### config.mk
export PLATFORM = sky130hd
export DESIGN_NAME = lru_page_replacement
export DESIGN_NICKNAME = d
export VERILOG_FILES = /design/src/sv/lru_pkg.sv /design/src/sv/lru_cell.sv /design/src/sv/lru_page_replacement.sv
export SDC_FILE = /design/constraint.sdc
export NUM_CORES = 2
export LEC_CHECK = 0
export BUFFER_PORTS_ARGS = -buffer_cell sky130_fd_sc_hd__buf_2
export CORE_MARGIN = 2
export CORE_UTILIZATION = 35
export DETAILED_ROUTE_END_ITERATION = 10
export PLACE_DENSITY = 0.48
export SYNTH_ARGS = -nofsm -noshare
export SYNTH_HDL_FRONTEND = slang
export SYNTH_HIERARCHICAL = 1
export SYNTH_SLANG_ARGS = --single-unit
### constraint.sdc
create_clock -name clk_i -period 4.1 [get_ports clk_i]
set_input_delay 0.41 -clock clk_i [delete_from_list [all_inputs] [get_ports clk_i]]
set_output_delay 0.41 -clock clk_i [all_outputs]
set_load 0.005 [all_outputs]
### src/sv/lru_pkg.sv
// Package for the LRU page replacement block: defaults, state codes and chain types.
`timescale 1ns / 1ps
`default_nettype none

package lru_pkg;

  localparam int DEF_FRAMES    = 16;
  localparam int DEF_PAGE_BITS = 16;

  // Fixed widths of the external fields.
  localparam int PAGE_PORT_W  = 16;
  localparam int INDEX_PORT_W = 4;
  localparam int COUNT_PORT_W = 5;
  localparam int FAULT_W      = 32;

  localparam logic [COUNT_PORT_W-1:0] FRAME_COUNT_RST = COUNT_PORT_W'(16);
  localparam logic [FAULT_W-1:0]      FAULT_MAX       = '1;

  typedef enum logic [1:0] {
    ST_IDLE,
    ST_SEARCH,
    ST_COMMIT
  } lru_state_e;

  // Search token at the default build size; the top level hands down its own.
  typedef struct packed {
    logic        vld;
    logic [15:0] page;
    logic        found;
    logic [3:0]  fidx;
    logic [3:0]  frank;
    logic        bvld;
    logic [3:0]  bidx;
    logic [3:0]  brank;
    logic [15:0] bpage;
  } lru_tok_t;

  // Update broadcast at the default build size.
  typedef struct packed {
    logic        en;
    logic        clr;
    logic [3:0]  idx;
    logic [4:0]  old;
    logic [15:0] page;
  } lru_upd_t;

endpackage

`default_nettype wire

### src/sv/lru_cell.sv
// One page frame: holds page, valid and recency rank, and forwards the search token.
`timescale 1ns / 1ps
`default_nettype none

module lru_cell import lru_pkg::*; #(
  parameter int  INDEX     = 0,
  parameter int  FRAMES    = DEF_FRAMES,
  parameter int  PAGE_BITS = DEF_PAGE_BITS,
  parameter type tok_t     = lru_tok_t,
  parameter type upd_t     = lru_upd_t
) (
  input  logic clk_i,
  input  logic rst_ni,
  input  logic [$clog2(FRAMES+1)-1:0] eff_i,
  input  tok_t tok_i,
  output tok_t tok_o,
  input  upd_t upd_i
);

  localparam int PW     = (PAGE_BITS < PAGE_PORT_W) ? PAGE_BITS : PAGE_PORT_W;
  localparam int IDX_W  = (FRAMES > 1) ? $clog2(FRAMES) : 1;
  localparam int CNT_W  = $clog2(FRAMES+1);
  localparam logic [IDX_W-1:0] MY_IDX = IDX_W'(INDEX);
  localparam logic [CNT_W-1:0] MY_POS = CNT_W'(INDEX);

  logic             valid_q;
  logic [PW-1:0]    page_q;
  logic [IDX_W-1:0] rank_q;
  tok_t             tok_d, tok_q;
  logic             in_use;

  assign in_use = valid_q && (MY_POS < eff_i);

  always_comb begin
    tok_d = tok_i;
    if (tok_i.vld) begin
      // The lowest matching frame wins because the token keeps the first hit.
      if (in_use && !tok_i.found && (page_q == tok_i.page)) begin
        tok_d.found = 1'b1;
        tok_d.fidx  = MY_IDX;
        tok_d.frank = rank_q;
      end
      if (in_use && (!tok_i.bvld || (rank_q > tok_i.brank))) begin
        tok_d.bvld  = 1'b1;
        tok_d.bidx  = MY_IDX;
        tok_d.brank = rank_q;
        tok_d.bpage = page_q;
      end
    end
  end

  always_ff @(posedge clk_i or negedge rst_ni) begin
    if (!rst_ni) begin
      tok_q <= '0;
    end else begin
      tok_q <= tok_d;
    end
  end

  always_ff @(posedge clk_i or negedge rst_ni) begin
    if (!rst_ni) begin
      valid_q <= 1'b0;
    end else if (upd_i.clr) begin
      valid_q <= 1'b0;
    end else if (upd_i.en && (upd_i.idx == MY_IDX)) begin
      valid_q <= 1'b1;
    end
  end

  // Frames newer than the touched one age by one step.
  always_ff @(posedge clk_i) begin
    if (upd_i.en && !upd_i.clr) begin
      if (upd_i.idx == MY_IDX) begin
        page_q <= upd_i.page;
        rank_q <= '0;
      end else if (valid_q && (CNT_W'(rank_q) < upd_i.old)) begin
        rank_q <= rank_q + IDX_W'(1);
      end
    end
  end

  assign tok_o = tok_q;

endmodule

`default_nettype wire

### src/sv/lru_page_replacement.sv
// Top level of the LRU page replacement block: control, counters and the frame chain.
//
//   Channel  | Signals                                    | Transfer when
//   ---------+--------------------------------------------+---------------------------
//   input    | page_number_i, end_of_string_i             | in_valid_i && !in_stall_o
//   output   | hit_o, frame_index_o, evicted_valid_o,     | out_valid_o && !out_stall_i
//            | evicted_page_o, fault_count_o              |
//   config   | cfg_wdata_i (frame_count)                  | cfg_we_i
//
// A new input transfer is taken only after the previous reference has committed: the search
// token walks the chain one frame per cycle, then it is captured in fin_q and committed.
// The commit waits while the previous result is still held in the output register.
// Reset empties all frames and clears the fill and fault counters; frame_count returns to 16.
`timescale 1ns / 1ps
`default_nettype none

module lru_page_replacement import lru_pkg::*; #(
  parameter int FRAMES    = DEF_FRAMES,
  parameter int PAGE_BITS = DEF_PAGE_BITS
) (
  input  logic                    clk_i,
  input  logic                    rst_ni,
  input  logic                    in_valid_i,
  output logic                    in_stall_o,
  input  logic [PAGE_PORT_W-1:0]  page_number_i,
  input  logic                    end_of_string_i,
  output logic                    out_valid_o,
  input  logic                    out_stall_i,
  output logic                    hit_o,
  output logic [INDEX_PORT_W-1:0] frame_index_o,
  output logic                    evicted_valid_o,
  output logic [PAGE_PORT_W-1:0]  evicted_page_o,
  output logic [FAULT_W-1:0]      fault_count_o,
  input  logic                    cfg_we_i,
  input  logic [COUNT_PORT_W-1:0] cfg_wdata_i
);

  localparam int PW    = (PAGE_BITS < PAGE_PORT_W) ? PAGE_BITS : PAGE_PORT_W;
  localparam int IDX_W = (FRAMES > 1) ? $clog2(FRAMES) : 1;
  localparam int CNT_W = $clog2(FRAMES+1);

  typedef struct packed {
    logic             vld;
    logic [PW-1:0]    page;
    logic             found;
    logic [IDX_W-1:0] fidx;
    logic [IDX_W-1:0] frank;
    logic             bvld;
    logic [IDX_W-1:0] bidx;
    logic [IDX_W-1:0] brank;
    logic [PW-1:0]    bpage;
  } cell_tok_t;

  typedef struct packed {
    logic             en;
    logic             clr;
    logic [IDX_W-1:0] idx;
    logic [CNT_W-1:0] old;
    logic [PW-1:0]    page;
  } cell_upd_t;

  lru_state_e              state_q, state_d;
  logic [COUNT_PORT_W-1:0] fc_q;
  logic [CNT_W-1:0]        fill_q;
  logic [FAULT_W-1:0]      faults_q;
  logic                    last_q;
  cell_tok_t               fin_q;

  logic                    out_valid_q;
  logic                    hit_q;
  logic [INDEX_PORT_W-1:0] index_q;
  logic                    ev_valid_q;
  logic [PAGE_PORT_W-1:0]  ev_page_q;
  logic [FAULT_W-1:0]      fault_out_q;

  cell_tok_t               head;
  cell_tok_t               chain [FRAMES];
  cell_upd_t               upd;
  logic [CNT_W-1:0]        eff;
  logic [31:0]             fc_wide;

  logic                    accept, commit, fill_free;
  logic [IDX_W-1:0]        sel_idx;
  logic [CNT_W-1:0]        sel_old;
  logic                    sel_ev;
  logic [FAULT_W-1:0]      faults_new;

  // Out-of-range counts are clamped into 1..FRAMES.
  assign fc_wide = 32'(fc_q);
  always_comb begin
    if (fc_wide == 32'd0) begin
      eff = CNT_W'(1);
    end else if (fc_wide > 32'(FRAMES)) begin
      eff = CNT_W'(FRAMES);
    end else begin
      eff = CNT_W'(fc_wide);
    end
  end

  assign accept = (state_q == ST_IDLE) && in_valid_i;
  assign commit = (state_q == ST_COMMIT) && (!out_valid_q || !out_stall_i);

  always_comb begin
    head      = '0;
    head.vld  = accept;
    head.page = page_number_i[PW-1:0];
  end

  for (genvar g = 0; g < FRAMES; g++) begin : g_cell
    lru_cell #(
      .INDEX    (g),
      .FRAMES   (FRAMES),
      .PAGE_BITS(PAGE_BITS),
      .tok_t    (cell_tok_t),
      .upd_t    (cell_upd_t)
    ) u_cell (
      .clk_i (clk_i),
      .rst_ni(rst_ni),
      .eff_i (eff),
      .tok_i ((g == 0) ? head : chain[(g == 0) ? 0 : g-1]),
      .tok_o (chain[g]),
      .upd_i (upd)
    );
  end

  // Replacement decision from the finished token.
  assign fill_free = fill_q < eff;
  always_comb begin
    sel_ev = 1'b0;
    if (fin_q.found) begin
      sel_idx = fin_q.fidx;
      sel_old = CNT_W'(fin_q.frank);
    end else if (fill_free) begin
      sel_idx = IDX_W'(fill_q);
      sel_old = CNT_W'(FRAMES);
    end else begin
      sel_idx = fin_q.bidx;
      sel_old = CNT_W'(fin_q.brank);
      sel_ev  = fin_q.bvld;
    end
  end

  assign faults_new = (fin_q.found || (faults_q == FAULT_MAX)) ? faults_q
                                                               : faults_q + FAULT_W'(1);

  always_comb begin
    upd      = '0;
    upd.en   = commit;
    upd.clr  = commit && last_q;
    upd.idx  = sel_idx;
    upd.old  = sel_old;
    upd.page = fin_q.page;
  end

  always_comb begin
    state_d    = state_q;
    in_stall_o = 1'b1;
    unique case (state_q)
      ST_IDLE: begin
        in_stall_o = 1'b0;
        if (in_valid_i) begin
          state_d = ST_SEARCH;
        end
      end
      ST_SEARCH: begin
        if (chain[FRAMES-1].vld) begin
          state_d = ST_COMMIT;
        end
      end
      ST_COMMIT: begin
        if (commit) begin
          state_d = ST_IDLE;
        end
      end
      default: state_d = ST_IDLE;
    endcase
  end

  always_ff @(posedge clk_i or negedge rst_ni) begin
    if (!rst_ni) begin
      state_q <= ST_IDLE;
    end else begin
      state_q <= state_d;
    end
  end

  always_ff @(posedge clk_i or negedge rst_ni) begin
    if (!rst_ni) begin
      fc_q <= FRAME_COUNT_RST;
    end else if (cfg_we_i) begin
      fc_q <= cfg_wdata_i;
    end
  end

  always_ff @(posedge clk_i or negedge rst_ni) begin
    if (!rst_ni) begin
      fill_q   <= '0;
      faults_q <= '0;
    end else if (commit) begin
      if (last_q) begin
        fill_q   <= '0;
        faults_q <= '0;
      end else begin
        faults_q <= faults_new;
        if (!fin_q.found && fill_free) begin
          fill_q <= fill_q + CNT_W'(1);
        end
      end
    end
  end

  always_ff @(posedge clk_i) begin
    if (accept) begin
      last_q <= end_of_string_i;
    end
    if ((state_q == ST_SEARCH) && chain[FRAMES-1].vld) begin
      fin_q <= chain[FRAMES-1];
    end
  end

  always_ff @(posedge clk_i or negedge rst_ni) begin
    if (!rst_ni) begin
      out_valid_q <= 1'b0;
    end else if (commit) begin
      out_valid_q <= 1'b1;
    end else if (!out_stall_i) begin
      out_valid_q <= 1'b0;
    end
  end

  always_ff @(posedge clk_i) begin
    if (commit) begin
      hit_q       <= fin_q.found;
      index_q     <= INDEX_PORT_W'(sel_idx);
      ev_valid_q  <= sel_ev;
      ev_page_q   <= sel_ev ? PAGE_PORT_W'(fin_q.bpage) : '0;
      fault_out_q <= faults_new;
    end
  end

  assign out_valid_o     = out_valid_q;
  assign hit_o           = hit_q;
  assign frame_index_o   = index_q;
  assign evicted_valid_o = ev_valid_q;
  assign evicted_page_o  = ev_page_q;
  assign fault_count_o   = fault_out_q;

endmodule

`default_nettype wire
==> flow_results.org <==
** Synthesis
- Simple logic cell fraction of the synthesized area :: 8.36%
- Compound-cell area share of the yosys netlist :: approximately 3.6%
- Warnings, synthesis :: 6
- Post-Syn Instances :: 3338
- Average cell area after synthesis :: 15.2 um^2
- Register bit total from synthesis :: 1302
- The cell area that synthesis handed to floorplanning was 0.0509 mm^2.
- Proportion of synthesized area in mux cells :: ~9%
- Cell variety after synth :: 80
- Xor and xnor fraction of the mapped netlist area :: under 10%
- Seq/Total Area, Yosys :: 68.2%
- Dominant combinational cell family by area after synthesis :: multiplexers
- Share of flip-flops with an asynchronous set or reset :: 67.4%
- Post-synth EDFFs :: 425
- Primary FF master, synth :: dfrtp_1
- Synthesized-area fraction occupied by adder cells :: 3.30%

** Critical path
- Data on the critical path is required at its endpoint by approximately 4500 ps.
- Type of origin of the critical path :: register
- Data arrives at the worst endpoint at ~4300 ps.
- STA classifies the critical path endpoint as a register.
- In this run the worst path has a maximum fanout of 12.
- The worst setup path is of the register to register kind.

** CTS
- Maximum buffer depth of the clock tree :: 3
- The H-tree was split into 4 levels.
- Clock latency at the later pin of the worst-skew pair :: ~760 ps
- Clock sink total :: 1302
- Buffers inserted by post-CTS timing repair :: 0
- In this run the clock root is driven by a clkbuf_16.
- Register clock-pin slew on the reported worst setup and hold paths :: around 60 ps
- CTS tree :: built
- Number of CTS-inserted buffers :: 140

** Power and ir drop
- Gate power share :: 4.9%
- Static Leakage :: 24.3 nW
- Of the total power, registers draw 50.5%.
- Power spread over the standard cell area amounts to 478 mW/mm^2.
- Internal power comes to 22.1 mW.
- P_sw :: roughly 6.1 mW
- Sw frac :: 21.6%
- Clock network fraction of design power :: 44.6%
- VDD sags by at most 0.289 mV.

** STA
- Number of hold-slack violations in the final timing report :: 0
- Setup skew after layout :: 22.1 ps
- Measured against its own limit, the worst slew margin works out to 18.0%.
- For the pin with the worst max-slew slack, the measured transition is 1230 ps.
- Adding up every negative setup slack in the final design gives 0 ps.
- Finish-stage setup viols :: 0
- Number of slew-limit violations in the final report :: 0
- The worst path uses between 90 and 100% of the clock period.
- Static timing analysis puts the maximum clock frequency at ~260 MHz.
- After layout, the minimum clock period comes to approximately 3800 ps.
- Setup repair after global routing missed its margin :: false

** Status
- The flow ran to the end, and the final reports show no timing, DRC or antenna violations.

** Cells and area
- Share of post-route cells with drive strength above 1 :: 24.9%
- Finished Core Util :: between 40% and 50%
- The layout has 13292 filler cells.
- The net count of the finished layout is 3791.
- Synthesis-to-layout area growth :: 16.3%

** Global routing
- Overflow left after global routing :: 0
- Via count of the first global-routing pass :: about 28000
- The first global-routing pass estimated 166 mm of wire.
- In the global route stage, overall resource usage came out at 14.6%.
- Antenna violations before repair :: 1
- Largest net degree at the start of global routing :: 167

** Place
- Post-detailed-placement half-perimeter wirelength :: 75.3 mm
- Buffers placed on the I/O ports in this run total 82.
- Final Wtd Congestion :: around 0.77

** Run
- Number of maximum-capacitance constraint violations :: 0

** Die
- Number of ports placed on the die boundary :: 83
- The initial utilization of the core area, before any placement, comes to 35.3%.
- Core area :: 0.144 mm^2
- Core Rows :: roughly 140
- Horizontal die dimension :: 385 um
- The die covers 0.148 mm^2.
- The floorplan step set the die height to 385 um.

** Detailed routing
- Wirelength per Cell :: approximately 19 um
- In the routed layout, each cell is associated on average with a via count of 4.50.
- Remaining DRCs :: 0
- The count of nets left with antenna violations once routing finished came out at 0.
- Summed over all layers, the routed wires come to 105 mm.
- The routed layout has approximately 25000 vias.
- The pre-antenna-repair detailed-routing pass consisted of 5 iterations.
- DRT iter0 DRCs :: 1326

** Min path
- Worst hold-check path type :: primary input to asynchronous set/reset pin
[power groups by stage]
| stage | Combinational, mW | Clock [mW] | Sequential, mW |
|---|---|---|---|
| final | 1.38 | 12.6 | 14.3 |
| after global placement | 1.36 | 0 | 14.5 |
| after CTS | 1.41 | 13.0 | 14.3 |
| after global routing | 1.56 | 13.6 | 14.3 |
| after detailed placement | 1.37 | 0 | 14.5 |
| after floorplan | 0.880 | 0 | 14.4 |
[registers in the layout, summed over array words and instances (netlist names)]
register	count
g_cell.u_cell/tok_o	816
g_cell.u_cell/page_q	256
g_cell.u_cell/rank_q	64
fin_q	50
fault_count_o	32
faults_q	32
evicted_page_o	16
g_cell.u_cell/valid_q	16
fc_q	5
fill_q	5
frame_index_o	4
state_q	2
evicted_valid_o	1
hit_o	1
last_q	1
out_valid_o	1
[Yosys cell counts (26+ instances only)]
master | number | area (um^2)
o21ai_0 | 38 | 190
nor3_1 | 34 | 170
ha_1 | 134 | 1680
edfxtp_1 | 425 | 12800
nand2_1 | 71 | 267
and2b_2 | 30 | 263
nand2b_1 | 50 | 313
and2_1 | 36 | 225
nor2_1 | 100 | 375
mux2_2 | 379 | 4270
or2_2 | 71 | 444
buf_2 | 31 | 155
a21o_1 | 66 | 495
inv_1 | 163 | 612
dfrtp_1 | 876 | 21900
xnor2_1 | 204 | 1790
nand4_1 | 53 | 332
nor2b_1 | 57 | 357
clkbuf_1 | 28 | 105
nor4_1 | 26 | 163
and3_1 | 27 | 169
xor2_1 | 113 | 990
nand3_1 | 61 | 305
[what timing repair did]
| item | in CTS | in global routing |
|---|---|---|
| endpoints found under the setup margin | 0 | 76 |
| gates resized for setup | 0 | 2 |
| hold buffers | 28 | 0 |
| endpoints found under the hold margin | 58 | 0 |
[stage by stage]
stage	total power, mW	std cells	area, um^2	setup WS [ps]	hold WS, ps
2_1_floorplan	15.3	3378	51000	32.6	114
3_3_place_gp	15.9	5363	54100	179	357
3_5_place_dp	15.9	5363	54100	41.4	362
4_1_cts	28.7	5651	59100	17.9	134
5_1_grt	29.5	5651	59100	25.5	180
6_report	28.2	5652	59100	263	171
[area by class of cell]
cell class                 instances  area [um^2]  share of cell area (%)
antenna                            1         2.50                 0.00423
clock buffer                     211         4250                    7.19
clock inverter                    49          468                   0.791
inverter                         164          618                    1.05
multi-input combinational       1835        15300                    25.9
sequential                      1302        34700                    58.7
tap                             1903         2380                    4.03
timing repair buffer             187         1370                    2.31
[worst max-delay path, cell delays in order (launching register included)]
cell and delay, ps:
dfstp_2 530, inv_1 90, nand2_1 110, ha_1 250
a21o_1 160, a21o_1 210, a21oi_2 220, mux2_2 360
mux2_2 410, buf_4 220, nor4b_1 300, buf_4 210
o211ai_1 90, a21oi_1 330
[metal layers]
metal / vias to the layer above / global-route usage (%) / wire length, um / part of all wire, %
li1: 12320 / - / - / -
met3: 165 / 2.45 / 3160 / 3.0
met5: - / 0 / 0 / 0
met1: 12600 / 18.7 / 46400 / 44
met2: 337 / 25.2 / 52800 / 50
met4: 0 / 4.25 / 2220 / 2.1
[logic make-up (layout without fill, tap and decap cells)]
group           count (synthesis)  in the layout
buf+inv                       241            611
xor+xnor                      317            317
fa+ha+maj                     134            134
other cells                     1             42
flops                        1302           1302
compound gates                248            248
mux                           400            400
simple gates                  695            695
[worst paths after layout]
path                                             start                     endpoint  slack [ps]  cells past startpoint
min in group clk_i                   page_number_i[11]   g_cell[0].u_cell/tok_o[45]         310                      2
max in group asynchronous                       rst_ni   g_cell[5].u_cell/tok_o[41]        2680                      3
setup reg to reg                               fc_q[4]   g_cell[1].u_cell/rank_q[1]         260                     13
hold reg to reg            g_cell[12].u_cell/tok_o[50]  g_cell[13].u_cell/tok_o[50]         370                      0
hold / removal                                  rst_ni   g_cell[0].u_cell/tok_o[30]         170                      2
setup / recovery                               fc_q[4]   g_cell[1].u_cell/rank_q[1]         260                     13
[placed cells by master, fill, tap and decap left out, types with 18 or more instances in the layout]
cell type and count:
buf_4 70, nor2b_1 57, o21ai_0 34, mux2_2 379, clkbuf_1 32, clkbuf_8 31, and2_1 36, conb_1 41
ha_1 134, and2b_2 30, nor4_1 26, a21oi_1 22, nand2b_1 49, dlygate4sd3_1 28, edfxtp_1 425, clkbuf_16 148
clkinv_2 18, nand2_1 71, buf_2 81, a21o_1 66, or2_2 71, nor2_1 98, nand3_1 61, xor2_1 113
nor3_1 34, and3_1 27, dfrtp_1 876, inv_1 163, xnor2_1 204, o211ai_1 25, nand4_1 53
Note: power is estimated with default switching activity, not from simulation.
